### config.mk
export PLATFORM = sky130hd
export DESIGN_NAME = lru_block_cache_index
export DESIGN_NICKNAME = d
export VERILOG_FILES = /design/src/rtl/lbci_pkg.sv /design/src/rtl/lbci_ctrl.sv /design/src/rtl/lbci_datapath.sv /design/src/rtl/lru_block_cache_index.sv
export VERILOG_INCLUDE_DIRS = /design/src /design/src/rtl
export SDC_FILE = /design/constraint.sdc
export NUM_CORES = 1
export LEC_CHECK = 0
export ABC_CLOCK_PERIOD_IN_PS = 3400
export BUFFER_PORTS_ARGS = -buffer_cell sky130_fd_sc_hd__buf_2
export CAP_MARGIN = 25
export CORE_ASPECT_RATIO = 0.6
export CORE_MARGIN = 2
export CORE_UTILIZATION = 43
export DETAILED_ROUTE_END_ITERATION = 8
export PLACE_DENSITY = 0.58
export REMOVE_ABC_BUFFERS = 1
export SLEW_MARGIN = 10
export SYNTH_ARGS = -nofsm -noshare
export SYNTH_HDL_FRONTEND = slang
export SYNTH_SLANG_ARGS = --single-unit
export TNS_END_PERCENT = 30
### constraint.sdc
create_clock -name clk -period 3.4 [get_ports clk]
set_input_delay 0.51 -clock clk [delete_from_list [all_inputs] [get_ports clk]]
set_output_delay 0.51 -clock clk [all_outputs]
set_load 0.005 [all_outputs]
### src/rtl/lru_block_cache_index_macros.svh
// assertion helpers used by the rtl datapath
`ifndef LRU_BLOCK_CACHE_INDEX_MACROS_SVH
`define LRU_BLOCK_CACHE_INDEX_MACROS_SVH

// same-cycle implication, checked out of reset
`define LBCI_ASSERT_NOW(label, ante, cons, msg) \
    label: assert property (@(posedge clk) disable iff (!rst_n) (ante) |-> (cons)) \
        else $error(msg);

// next-cycle implication, checked out of reset
`define LBCI_ASSERT_NEXT(label, ante, cons, msg) \
    label: assert property (@(posedge clk) disable iff (!rst_n) (ante) |=> (cons)) \
        else $error(msg);

`endif

### src/rtl/lbci_pkg.sv
`timescale 1ns / 1ps

package lbci_pkg;

    localparam int ENTRIES  = 8;
    localparam int IDX_W    = (ENTRIES > 1) ? $clog2(ENTRIES) : 1;
    localparam int BLOCK_W  = 32;
    localparam int SLOT_W   = 3;
    localparam int S_DATA_W = 40;
    localparam int M_DATA_W = 8;

    localparam logic [IDX_W-1:0] LAST_IDX = IDX_W'(ENTRIES - 1);

    localparam logic CMD_READ  = 1'b0;
    localparam logic CMD_WRITE = 1'b1;

    typedef enum logic [1:0] {
        ST_IDLE,
        ST_SEARCH,
        ST_COMMIT
    } state_t;

    typedef struct packed {
        logic load;
        logic step;
        logic commit;
    } dp_cmd_t;

    typedef struct packed {
        logic search_done;
        logic out_free;
    } dp_stat_t;

    // entry slot to result slot field, wrapping or zero filling as needed
    function automatic logic [SLOT_W-1:0] fit_slot(input logic [IDX_W-1:0] s);
        logic [SLOT_W+IDX_W-1:0] wide;
        wide = {{SLOT_W{1'b0}}, s};
        return wide[SLOT_W-1:0];
    endfunction

endpackage

### src/rtl/lbci_ctrl.sv
`timescale 1ns / 1ps

module lbci_ctrl
(
    input  logic               clk,
    input  logic               rst_n,
    input  logic               in_valid,
    output logic               in_ready,
    input  lbci_pkg::dp_stat_t stat,
    output lbci_pkg::dp_cmd_t  ctl
);

    lbci_pkg::state_t state_reg;
    lbci_pkg::state_t state_next;

    always_ff @(posedge clk or negedge rst_n)
    begin
        if (!rst_n)
        begin
            state_reg <= lbci_pkg::ST_IDLE;
        end
        else
        begin
            state_reg <= state_next;
        end
    end

    always_comb
    begin
        state_next = state_reg;
        case (state_reg)
            lbci_pkg::ST_IDLE:
            begin
                if (in_valid)
                begin
                    state_next = lbci_pkg::ST_SEARCH;
                end
            end
            lbci_pkg::ST_SEARCH:
            begin
                if (stat.search_done)
                begin
                    state_next = lbci_pkg::ST_COMMIT;
                end
            end
            lbci_pkg::ST_COMMIT:
            begin
                // wait here until the output register can take the result
                if (stat.out_free)
                begin
                    state_next = lbci_pkg::ST_IDLE;
                end
            end
            default:
            begin
                state_next = lbci_pkg::ST_IDLE;
            end
        endcase
    end

    always_comb
    begin
        in_ready   = 1'b0;
        ctl.load   = 1'b0;
        ctl.step   = 1'b0;
        ctl.commit = 1'b0;
        case (state_reg)
            lbci_pkg::ST_IDLE:
            begin
                in_ready = 1'b1;
                ctl.load = in_valid;
            end
            lbci_pkg::ST_SEARCH:
            begin
                ctl.step = 1'b1;
            end
            lbci_pkg::ST_COMMIT:
            begin
                ctl.commit = stat.out_free;
            end
            default:
            begin
                in_ready = 1'b0;
            end
        endcase
    end

endmodule

### src/rtl/lbci_datapath.sv
`timescale 1ns / 1ps
`include "lru_block_cache_index_macros.svh"

module lbci_datapath
(
    input  logic                          clk,
    input  logic                          rst_n,
    input  lbci_pkg::dp_cmd_t             ctl,
    output lbci_pkg::dp_stat_t            stat,
    input  logic                          in_cmd,
    input  logic [lbci_pkg::BLOCK_W-1:0]  in_block,
    input  logic                          in_ok,
    output logic                          out_valid,
    input  logic                          out_ready,
    output logic                          out_hit,
    output logic [lbci_pkg::SLOT_W-1:0]   out_slot,
    output logic                          out_status
);

    // item registers
    logic                          cmd_reg;
    logic [lbci_pkg::BLOCK_W-1:0]  blk_reg;
    logic                          ok_reg;

    // walk registers
    logic [lbci_pkg::IDX_W-1:0]    idx_reg;
    logic                          found_reg;
    logic [lbci_pkg::IDX_W-1:0]    pos_reg;
    logic [lbci_pkg::IDX_W-1:0]    hold_slot_reg;

    // index list, position 0 is the most recent
    logic [lbci_pkg::BLOCK_W-1:0]  entry_block_reg [lbci_pkg::ENTRIES];
    logic [lbci_pkg::BLOCK_W-1:0]  entry_block_next [lbci_pkg::ENTRIES];
    logic [lbci_pkg::IDX_W-1:0]    entry_slot_reg [lbci_pkg::ENTRIES];
    logic [lbci_pkg::IDX_W-1:0]    entry_slot_next [lbci_pkg::ENTRIES];
    logic [lbci_pkg::ENTRIES-1:0]  valid_reg;
    logic [lbci_pkg::ENTRIES-1:0]  valid_next;

    // result register
    logic                          out_valid_reg;
    logic                          out_hit_reg;
    logic [lbci_pkg::SLOT_W-1:0]   out_slot_reg;
    logic                          out_status_reg;

    logic                          cur_valid;
    logic                          cur_match;
    logic                          read_hit;
    logic                          fail;
    logic [lbci_pkg::IDX_W-1:0]    head_slot;
    logic [lbci_pkg::IDX_W-1:0]    shift_pos;

    assign cur_valid = valid_reg[idx_reg];
    assign cur_match = (entry_block_reg[idx_reg] == blk_reg);

    // walk stops at the first empty entry, a match or the tail
    assign stat.search_done = !cur_valid || cur_match || (idx_reg == lbci_pkg::LAST_IDX);
    assign stat.out_free    = !out_valid_reg || out_ready;

    assign read_hit  = (cmd_reg == lbci_pkg::CMD_READ) && found_reg;
    assign fail      = !read_hit && !ok_reg;
    // a miss recycles the tail entry
    assign head_slot = found_reg ? hold_slot_reg : entry_slot_reg[lbci_pkg::LAST_IDX];
    assign shift_pos = found_reg ? pos_reg : lbci_pkg::LAST_IDX;

    always_comb
    begin
        entry_block_next = entry_block_reg;
        entry_slot_next  = entry_slot_reg;
        valid_next       = valid_reg;
        if (ctl.commit && !fail)
        begin
            for (int k = 1; k < lbci_pkg::ENTRIES; k++)
            begin
                if (lbci_pkg::IDX_W'(k) <= shift_pos)
                begin
                    entry_block_next[k] = entry_block_reg[k-1];
                    entry_slot_next[k]  = entry_slot_reg[k-1];
                    valid_next[k]       = valid_reg[k-1];
                end
            end
            entry_block_next[0] = blk_reg;
            entry_slot_next[0]  = head_slot;
            valid_next[0]       = 1'b1;
        end
    end

    always_ff @(posedge clk or negedge rst_n)
    begin
        if (!rst_n)
        begin
            for (int i = 0; i < lbci_pkg::ENTRIES; i++)
            begin
                entry_block_reg[i] <= '0;
                entry_slot_reg[i]  <= lbci_pkg::IDX_W'(i);
            end
            valid_reg     <= '0;
            idx_reg       <= '0;
            found_reg     <= 1'b0;
            out_valid_reg <= 1'b0;
        end
        else
        begin
            entry_block_reg <= entry_block_next;
            entry_slot_reg  <= entry_slot_next;
            valid_reg       <= valid_next;
            if (ctl.load)
            begin
                idx_reg   <= '0;
                found_reg <= 1'b0;
            end
            else if (ctl.step)
            begin
                if (stat.search_done)
                begin
                    found_reg <= cur_valid && cur_match;
                end
                else
                begin
                    idx_reg <= idx_reg + 1'b1;
                end
            end
            if (ctl.commit)
            begin
                out_valid_reg <= 1'b1;
            end
            else if (out_ready)
            begin
                out_valid_reg <= 1'b0;
            end
        end
    end

    always_ff @(posedge clk)
    begin
        if (ctl.load)
        begin
            cmd_reg <= in_cmd;
            blk_reg <= in_block;
            ok_reg  <= in_ok;
        end
        if (ctl.step && stat.search_done)
        begin
            pos_reg       <= idx_reg;
            hold_slot_reg <= entry_slot_reg[idx_reg];
        end
        if (ctl.commit)
        begin
            out_hit_reg    <= !fail && found_reg;
            out_slot_reg   <= fail ? '0 : lbci_pkg::fit_slot(head_slot);
            out_status_reg <= fail;
        end
    end

    assign out_valid  = out_valid_reg;
    assign out_hit    = out_hit_reg;
    assign out_slot   = out_slot_reg;
    assign out_status = out_status_reg;

    `LBCI_ASSERT_NEXT(a_walk_restart, ctl.load, idx_reg == '0, "walk did not restart at front")
    `LBCI_ASSERT_NEXT(a_front_update, ctl.commit && !fail, valid_reg[0] && (entry_block_reg[0] == $past(blk_reg)), "front entry not updated")
    `LBCI_ASSERT_NEXT(a_fail_keeps, ctl.commit && fail, $stable(valid_reg) && out_status, "failed access changed index")
    `LBCI_ASSERT_NOW(a_commit_room, ctl.commit, !out_valid_reg || out_ready, "result overwritten before taken")

endmodule

### src/rtl/lru_block_cache_index.sv
`timescale 1ns / 1ps

// channel   dir   data                                             side
// s_*       in    tdata[31:0] block_number, [32] device_ok, tuser cmd  request
// m_*       out   tdata[0] hit, [3:1] slot, [4] status             result
//
// one item at a time: an accept step, a search over 1 to ENTRIES entries
// (one entry compared per cycle), then an update step
// the result register frees the input side: a new item is taken while the
// previous result still waits on m_tready
// a finished item holds its update until the result register is free
// rst_n clears the index to all entries empty, entry i on slot i

module lru_block_cache_index
(
    input  logic                           clk,
    input  logic                           rst_n,
    input  logic                           s_tvalid,
    output logic                           s_tready,
    input  logic [lbci_pkg::S_DATA_W-1:0]  s_tdata,   // block_number, device_ok, zero pad
    input  logic                           s_tuser,   // cmd
    output logic                           m_tvalid,
    input  logic                           m_tready,
    output logic [lbci_pkg::M_DATA_W-1:0]  m_tdata    // hit, slot, status, zero pad
);

    lbci_pkg::dp_cmd_t            ctl;
    lbci_pkg::dp_stat_t           stat;
    logic                         res_hit;
    logic [lbci_pkg::SLOT_W-1:0]  res_slot;
    logic                         res_status;

    lbci_ctrl u_ctrl
    (
        .clk      (clk),
        .rst_n    (rst_n),
        .in_valid (s_tvalid),
        .in_ready (s_tready),
        .stat     (stat),
        .ctl      (ctl)
    );

    lbci_datapath u_datapath
    (
        .clk        (clk),
        .rst_n      (rst_n),
        .ctl        (ctl),
        .stat       (stat),
        .in_cmd     (s_tuser),
        .in_block   (s_tdata[lbci_pkg::BLOCK_W-1:0]),
        .in_ok      (s_tdata[lbci_pkg::BLOCK_W]),
        .out_valid  (m_tvalid),
        .out_ready  (m_tready),
        .out_hit    (res_hit),
        .out_slot   (res_slot),
        .out_status (res_status)
    );

    assign m_tdata = {{(lbci_pkg::M_DATA_W - lbci_pkg::SLOT_W - 2){1'b0}},
                      res_status, res_slot, res_hit};

endmodule
==> Word level (Yosys, flattened, before mapping) <==
Index checks and enable logic that the tools add are counted.
{ "totals": {"reg_bits": 340, "input_bits": 45, "out_inout_bits": 10, "word_cells": 110} }
{ "op_classes": {"add_sub_neg": 1, "magnitude_cmp": 9, "n_eq_ne": 8, "n_mux": 26, "bitwise_logic": 2, "n_reduce_logical": 28} }
{ "ops": {"columns": ["op", "n"], "rows": [
  ["32-bit binary-select mux with 3-bit select", 1],
  ["32-bit two-way mux", 2],
  ["32-bit == test", 1],
  ["3-bit two-way mux", 7],
  ["2-bit AND reduction", 9],
  ["3-bit <= comparator, first input constant", 4],
  ["1-bit two-way mux", 10],
  ["3-bit binary-select mux with 3-bit select", 1],
  ["2-bit by 3-bit <= comparator with 1-bit output, first input constant", 2],
  ["1-bit logical AND", 6],
  ["2-bit two-way mux", 3],
  ["2-bit one-hot mux with 3 select lines", 1],
  ["2-bit nonzero test", 3],
  ["1-bit zero test", 5],
  ["4-bit greater-or-equal comparator, second input constant", 1],
  ["3-bit by 4-bit less-than comparator with 1-bit output, second input constant", 1],
  ["2-bit by 1-bit inequality test with 1-bit output, second input constant", 2],
  ["2-bit inequality test, second input constant", 2],
  ["3-bit inverter with 4-bit output", 1],
  ["3-bit by 1-bit adder with 3-bit output, second input constant", 1],
  ["1-bit binary-select mux with 3-bit select", 1],
  ["3-bit == test, second input constant", 1],
  ["1-bit by 3-bit <= comparator with 1-bit output, first input constant", 1],
  ["1-bit logical OR", 3],
  ["other kinds (5)", 5]
]} }

==> Longest topological paths before layout <==
{ "logic_depth": {"depth_word": 10, "depth_mapped": 11, "depth_no_buf": 8} }

==> By module <==
Synthesis repeated with hierarchy kept, for this count alone.
{ "unflattened": {"cells_unflattened": 975, "hier_area_um2": 15184.6} }
{ "by_module_without_submodules": {"columns": ["mod", "instances", "cells_each", "area_per_inst_um2", "seq_area_each_um2"], "rows": [
  ["lbci_datapath", 1, 957, 15023.2, 8698.3],
  ["lbci_ctrl", 1, 12, 120.1, 50.0],
  ["lru_block_cache_index", 1, 6, 41.3, 0.0]
]} }

==> Worst setup path before layout <==
No wires, ideal clock.
{ "synth_path": {"path_kind": "register to register", "startpoint": "register u_datapath.idx_reg[0] (netlist bit)", "endpoint": "register u_datapath.hold_slot_reg[0] (netlist bit), enable pin", "setup_time_ns": 0.350, "t_arrival_ns": 2.435, "required_time_ns": 3.050, "slack_ns": 0.615, "path_stages_with_launch": 9, "path_buffers": 1, "cell_sequence": "dfrtp_1 buf_4 mux4_1 mux2i_1 xor2_1 o2111ai_1 nor4_4 a311oi_4 nor2_1"} }
{ "synth_via": {"elab_chain_len": 8, "elab_cells_between_ends": 12} }
{ "synth_lines": {"columns": ["element", "line", "rtl"], "rows": [
  ["from (decl)", "lbci_datapath.sv:26", "logic [lbci_pkg::IDX_W-1:0] idx_reg;"],
  ["from (signal assigned)", "lbci_datapath.sv:119", "idx_reg <= idx_reg + 1'b1;"],
  ["3-bit inverter with 4-bit output (not written as such)", "lbci_datapath.sv:53", "assign cur_match = (entry_block_reg[idx_reg] == blk_reg);"],
  ["32-bit binary-select mux with 3-bit select", "lbci_datapath.sv:53", null],
  ["32-bit two-way mux (not written as such) (2 in series)", "lbci_datapath.sv:53", null],
  ["32-bit == test", "lbci_datapath.sv:53", null],
  ["1-bit logical OR", "lbci_datapath.sv:56", "assign stat.search_done = !cur_valid || cur_match || (idx_reg == lbci_pkg::LAST_IDX);"],
  ["1-bit logical OR *", "lbci_datapath.sv:56", null],
  ["1-bit logical AND *", "lbci_datapath.sv:141", "if (ctl.step && stat.search_done)"],
  ["to (signal assigned)", "lbci_datapath.sv:144", "hold_slot_reg <= entry_slot_reg[idx_reg];"],
  ["to (decl)", "lbci_datapath.sv:29", "logic [lbci_pkg::IDX_W-1:0] hold_slot_reg;"]
]} }
Every way passes the cells marked *; elsewhere a longest branch is shown, timed or not. The select of a mux whose other input is x is not followed.
A chain may end at the register's enable or synchronous reset.

==> Worst setup path in the final report <==
{ "layout_path": {"startpoint": "register u_datapath.idx_reg[0] (netlist bit)", "endpoint": "register u_datapath.hold_slot_reg[2] (netlist bit), enable pin"} }
Same word-level chain as after synthesis.

==> impl_metrics.env <==
export IMPL_run_status="finished clean"
export IMPL_worst_pin_slew_ns=0.6343
export IMPL_dp_slack_ns=0.09693
export IMPL_min_delay_worst_endpoint="u_datapath.blk_reg[29]"
export IMPL_layout_setup_ws_ns=0.1372
export IMPL_insertion_delay_ns=0.52
export IMPL_total_clock_buffers_created_by_cts=35
export IMPL_areaGrowthSynthToFinish_pct=14.12
export IMPL_antenna_found_initial=0
export IMPL_final_net_count=1155
export IMPL_hold_path_class="primary input to flip-flop"
export IMPL_post_route_period_util_pct=95.96
export IMPL_drt_vias_per_instance=5.418
export IMPL_drt_drc_violations_left=0
export IMPL_cts_htree_levels=2
export IMPL_placement_rows=53
export IMPL_worst_clock_skew_ns=0.01226
export IMPL_setup_worst_path_end_class="flip-flop"
export IMPL_postRouteWirelength_um=33810
export IMPL_cts_repair_resize_count=0
export IMPL_max_stage_delay_ns=0.55
export IMPL_io_pin_count=55
export IMPL_worst_endpoint_required_ns=3.63
export IMPL_cts_reportedPaths_clkPinSlew_ns=0.06
export IMPL_report_final_hold_viol_count=0
export IMPL_synth_yosys_warnings=0
export IMPL_crit_path_cell_trace="buf_4, mux4_1, mux2i_1, xor2_1, o2111ai_1, nor4_4, a311oi_4, nor2_1, buf_4"
export IMPL_setup_violations=0
export IMPL_die_height_um=149.8
export IMPL_worst_path_most_repeated_cell="sky130_fd_sc_hd__buf_4"
export IMPL_vdd_ir_drop_worst_mv=0.3194
export IMPL_overflow=0
export IMPL_crit_path_start="u_datapath.idx_reg[0]"
export IMPL_wire_per_inst_um=21.12
export IMPL_coreArea_um2=34950
export IMPL_hold_path_startpoint="s_tdata[29]"
export IMPL_violation_count_after_the_first_detailed_routing_iteration=402
export IMPL_final_fill_count=2993
export IMPL_total_track_usage_pct=19.06
export IMPL_area_of_the_multi_input_gates_um2=6162
export IMPL_timing_critical_path_from_type="flip-flop"
export IMPL_grt_max_degree=76
export IMPL_cts_root_buf="sky130_fd_sc_hd__clkbuf_16"
export IMPL_critical_path_arrival_ns=3.49
export IMPL_timing_rr_start="u_datapath.idx_reg[0]"
export IMPL_synthesis_instances=1043
export IMPL_max_slew_margin_pct=57.72
export IMPL_timing_limited_maximum_frequency_mhz=306.5
export IMPL_drive_above_1_share_pct=40.04
export IMPL_grt_setup_unrepaired="no"
export IMPL_clock_path_buffers=3
export IMPL_tritoncts_clock_tree="done"
export IMPL_ff_latch_area_um2=8756
export IMPL_numPortBuffers=44
export IMPL_numClockSinks=340
export IMPL_grt_pass1_wl_um=53660
export IMPL_setup_worst_path_class="flip-flop to flip-flop"
export IMPL_finalCriticalPeriod_ns=3.263
export IMPL_critical_path_slowest_cell="sky130_fd_sc_hd__mux4_1"
export IMPL_p_leak_nw=8.054
export IMPL_synth_distinct_cells=52
export IMPL_final_max_slew_violation_count=0
export IMPL_antenna_cells=0
export IMPL_route_antenna_remaining_nets=0
export IMPL_largest_reg_flops=256
export IMPL_seq_area_frac_synth_pct=57.42
export IMPL_critical_path_reg2reg_endpoint="u_datapath.hold_slot_reg[2]"
export IMPL_place_gp_congestion=0.7274
export IMPL_vias=8674
export IMPL_r2r_slack_ns=0.14
export IMPL_detailed_place_area_um2=16200
export IMPL_reg2regPathDepth=9
export IMPL_detailed_place_hpwl_um=20260
export IMPL_power_density_nw_per_um2=811.8
export IMPL_avg_cell_area_syn_um2=14.61
export IMPL_critical_path_peak_fanout=8
export IMPL_post_synth_instance_area_um2=15240
export IMPL_detail_route_first_pass_iterations=5
export IMPL_die_x_um=247.0
export IMPL_synth_async_reset_ratio_pct=86.76
export IMPL_top_ff_cell_synth="sky130_fd_sc_hd__dfrtp_1"
export IMPL_synth_edff_count=45
export IMPL_final_cell_area_um2=17390
export IMPL_synth_seq_cells=340
export IMPL_min_delay_path_depth=1
export IMPL_initial_core_util_pct=43.60
export IMPL_die_area_um2=37000
export IMPL_max_cap_violations=0
export IMPL_vias_in_the_first_global_route=8941
==> cell families (layout without fill, tap and decap cells) <==
family / count (synthesis) / after routing / synth area share, %
AOI/OAI and AO/OA: 77 / 77 / 3.589
DFF: 340 / 340 / 57.42
adders and majority gates: 2 / 2 / 0.1642
xor gates and xnor gates: 14 / 14 / 0.8048
and+or+nand+nor: 159 / 159 / 4.853
buffers and inverters: 66 / 155 / 2.529
other: 1 / 3 / 0.02461
muxes: 384 / 384 / 30.62
==> routing by layer <==
layer  GRT usage (%)  routed length [µm]
met5               0                   0
met4           3.524                 371
met3           3.174                1157
met2           28.33               14790
met1           29.49               17490
==> Yosys cell counts (3+ instances only) <==
library cell / instances / share of area, %
sky130_fd_sc_hd__a21oi_1: 16 / 0.53
sky130_fd_sc_hd__a22o_1: 3 / 0.17
sky130_fd_sc_hd__a22oi_1: 29 / 1.4
sky130_fd_sc_hd__and3_1: 14 / 0.57
sky130_fd_sc_hd__buf_2: 23 / 0.76
sky130_fd_sc_hd__buf_4: 12 / 0.59
sky130_fd_sc_hd__buf_6: 7 / 0.52
sky130_fd_sc_hd__clkbuf_1: 15 / 0.37
sky130_fd_sc_hd__dfrtp_1: 283 / 46
sky130_fd_sc_hd__dfstp_2: 12 / 2.1
sky130_fd_sc_hd__edfxtp_1: 45 / 8.9
sky130_fd_sc_hd__inv_1: 6 / 0.15
sky130_fd_sc_hd__mux2_2: 261 / 19
sky130_fd_sc_hd__mux2i_1: 85 / 5.6
sky130_fd_sc_hd__mux4_1: 11 / 1.9
sky130_fd_sc_hd__mux4_2: 25 / 3.7
sky130_fd_sc_hd__nand2_1: 108 / 2.7
sky130_fd_sc_hd__nand2b_1: 5 / 0.21
sky130_fd_sc_hd__nand4_1: 3 / 0.12
sky130_fd_sc_hd__nor2_1: 12 / 0.30
sky130_fd_sc_hd__o21ai_0: 8 / 0.26
sky130_fd_sc_hd__o22ai_1: 8 / 0.33
sky130_fd_sc_hd__or3_1: 3 / 0.12
sky130_fd_sc_hd__xor2_1: 14 / 0.80
==> layout make-up <==
cell class / count / area share [%]
Clock buffer: 51 / 5.973
Clock inverter: 12 / 0.6261
Inverter: 6 / 0.1295
Multi-Input combinational cell: 639 / 35.44
Sequential cell: 340 / 50.36
Tap cell: 467 / 3.361
Timing Repair Buffer: 86 / 4.109
==> worst max-delay path, delay by kind of cell, from the launching register on <==
kind	cells	cell delay, ns
buffers and inverters	2	0.39
multiplexers	2	0.72
flip-flops	1	0.52
AO/OA/AOI/OAI	2	0.50
AND/OR/NAND/NOR	2	0.63
XOR/XNOR	1	0.22
==> through the flow <==
stage | hold slack [ns] | utilization (%) | setup TNS, ns | total power, W | cells
6_report | 0.1636 | 49.75 | 0 | 0.01412 | 1601
5_1_grt | 0.1377 | 49.75 | 0 | 0.01499 | 1601
4_1_cts | 0.1369 | 49.66 | 0 | 0.01425 | 1599
3_5_place_dp | 0.4818 | 46.35 | 0 | 0.01032 | 1535
3_3_place_gp | 0.4744 | 46.29 | 0 | 0.01021 | 1534
2_1_floorplan | 0.2144 | - | -213.66 | 0.009005 | 985
==> how the worst max path moves through the flow <==
stage	endpoint	cells past startpoint
after floorplan	u_datapath.entry_block_reg[0]	5
after global placement	u_datapath.hold_slot_reg[2]	9
after detailed placement	u_datapath.hold_slot_reg[2]	10
after CTS	u_datapath.hold_slot_reg[2]	10
after global routing	u_datapath.hold_slot_reg[2]	9
final	u_datapath.hold_slot_reg[2]	9
==> power by group <==
| part | internal [W] | switching [W] | total [W] | leakage [nW] |
|---|---|---|---|---|
| combinational | 0.00210 | 0.00193 | 0.00403 | 3.12 |
| clock | 0.00227 | 0.00159 | 0.00387 | 0.565 |
| sequential | 0.00535 | 0.000870 | 0.00622 | 4.37 |
| total | 0.00972 | 0.00440 | 0.0141 | 8.05 |
==> placed cells by master (no fill, tap or decap), types with 14 or more instances in the layout <==
cell                        netlist  layout
sky130_fd_sc_hd__a22oi_1         29      29
sky130_fd_sc_hd__clkbuf_16        0      37
sky130_fd_sc_hd__mux2i_1         85      85
sky130_fd_sc_hd__buf_4           12      27
sky130_fd_sc_hd__mux4_2          25      25
sky130_fd_sc_hd__buf_2           23      43
sky130_fd_sc_hd__edfxtp_1        45      45
sky130_fd_sc_hd__a21oi_1         16      16
sky130_fd_sc_hd__and3_1          14      14
sky130_fd_sc_hd__xor2_1          14      14
sky130_fd_sc_hd__dfrtp_1        283     281
sky130_fd_sc_hd__mux2_2         261     261
sky130_fd_sc_hd__nand2_1        108     106
==> timing repair <==
action	CTS	global route
setup buffers	0	1
hold endpoints to repair	16	0
hold buffers	1	0
setup endpoints to repair	0	6
Power figures use the tool's default switching activity.
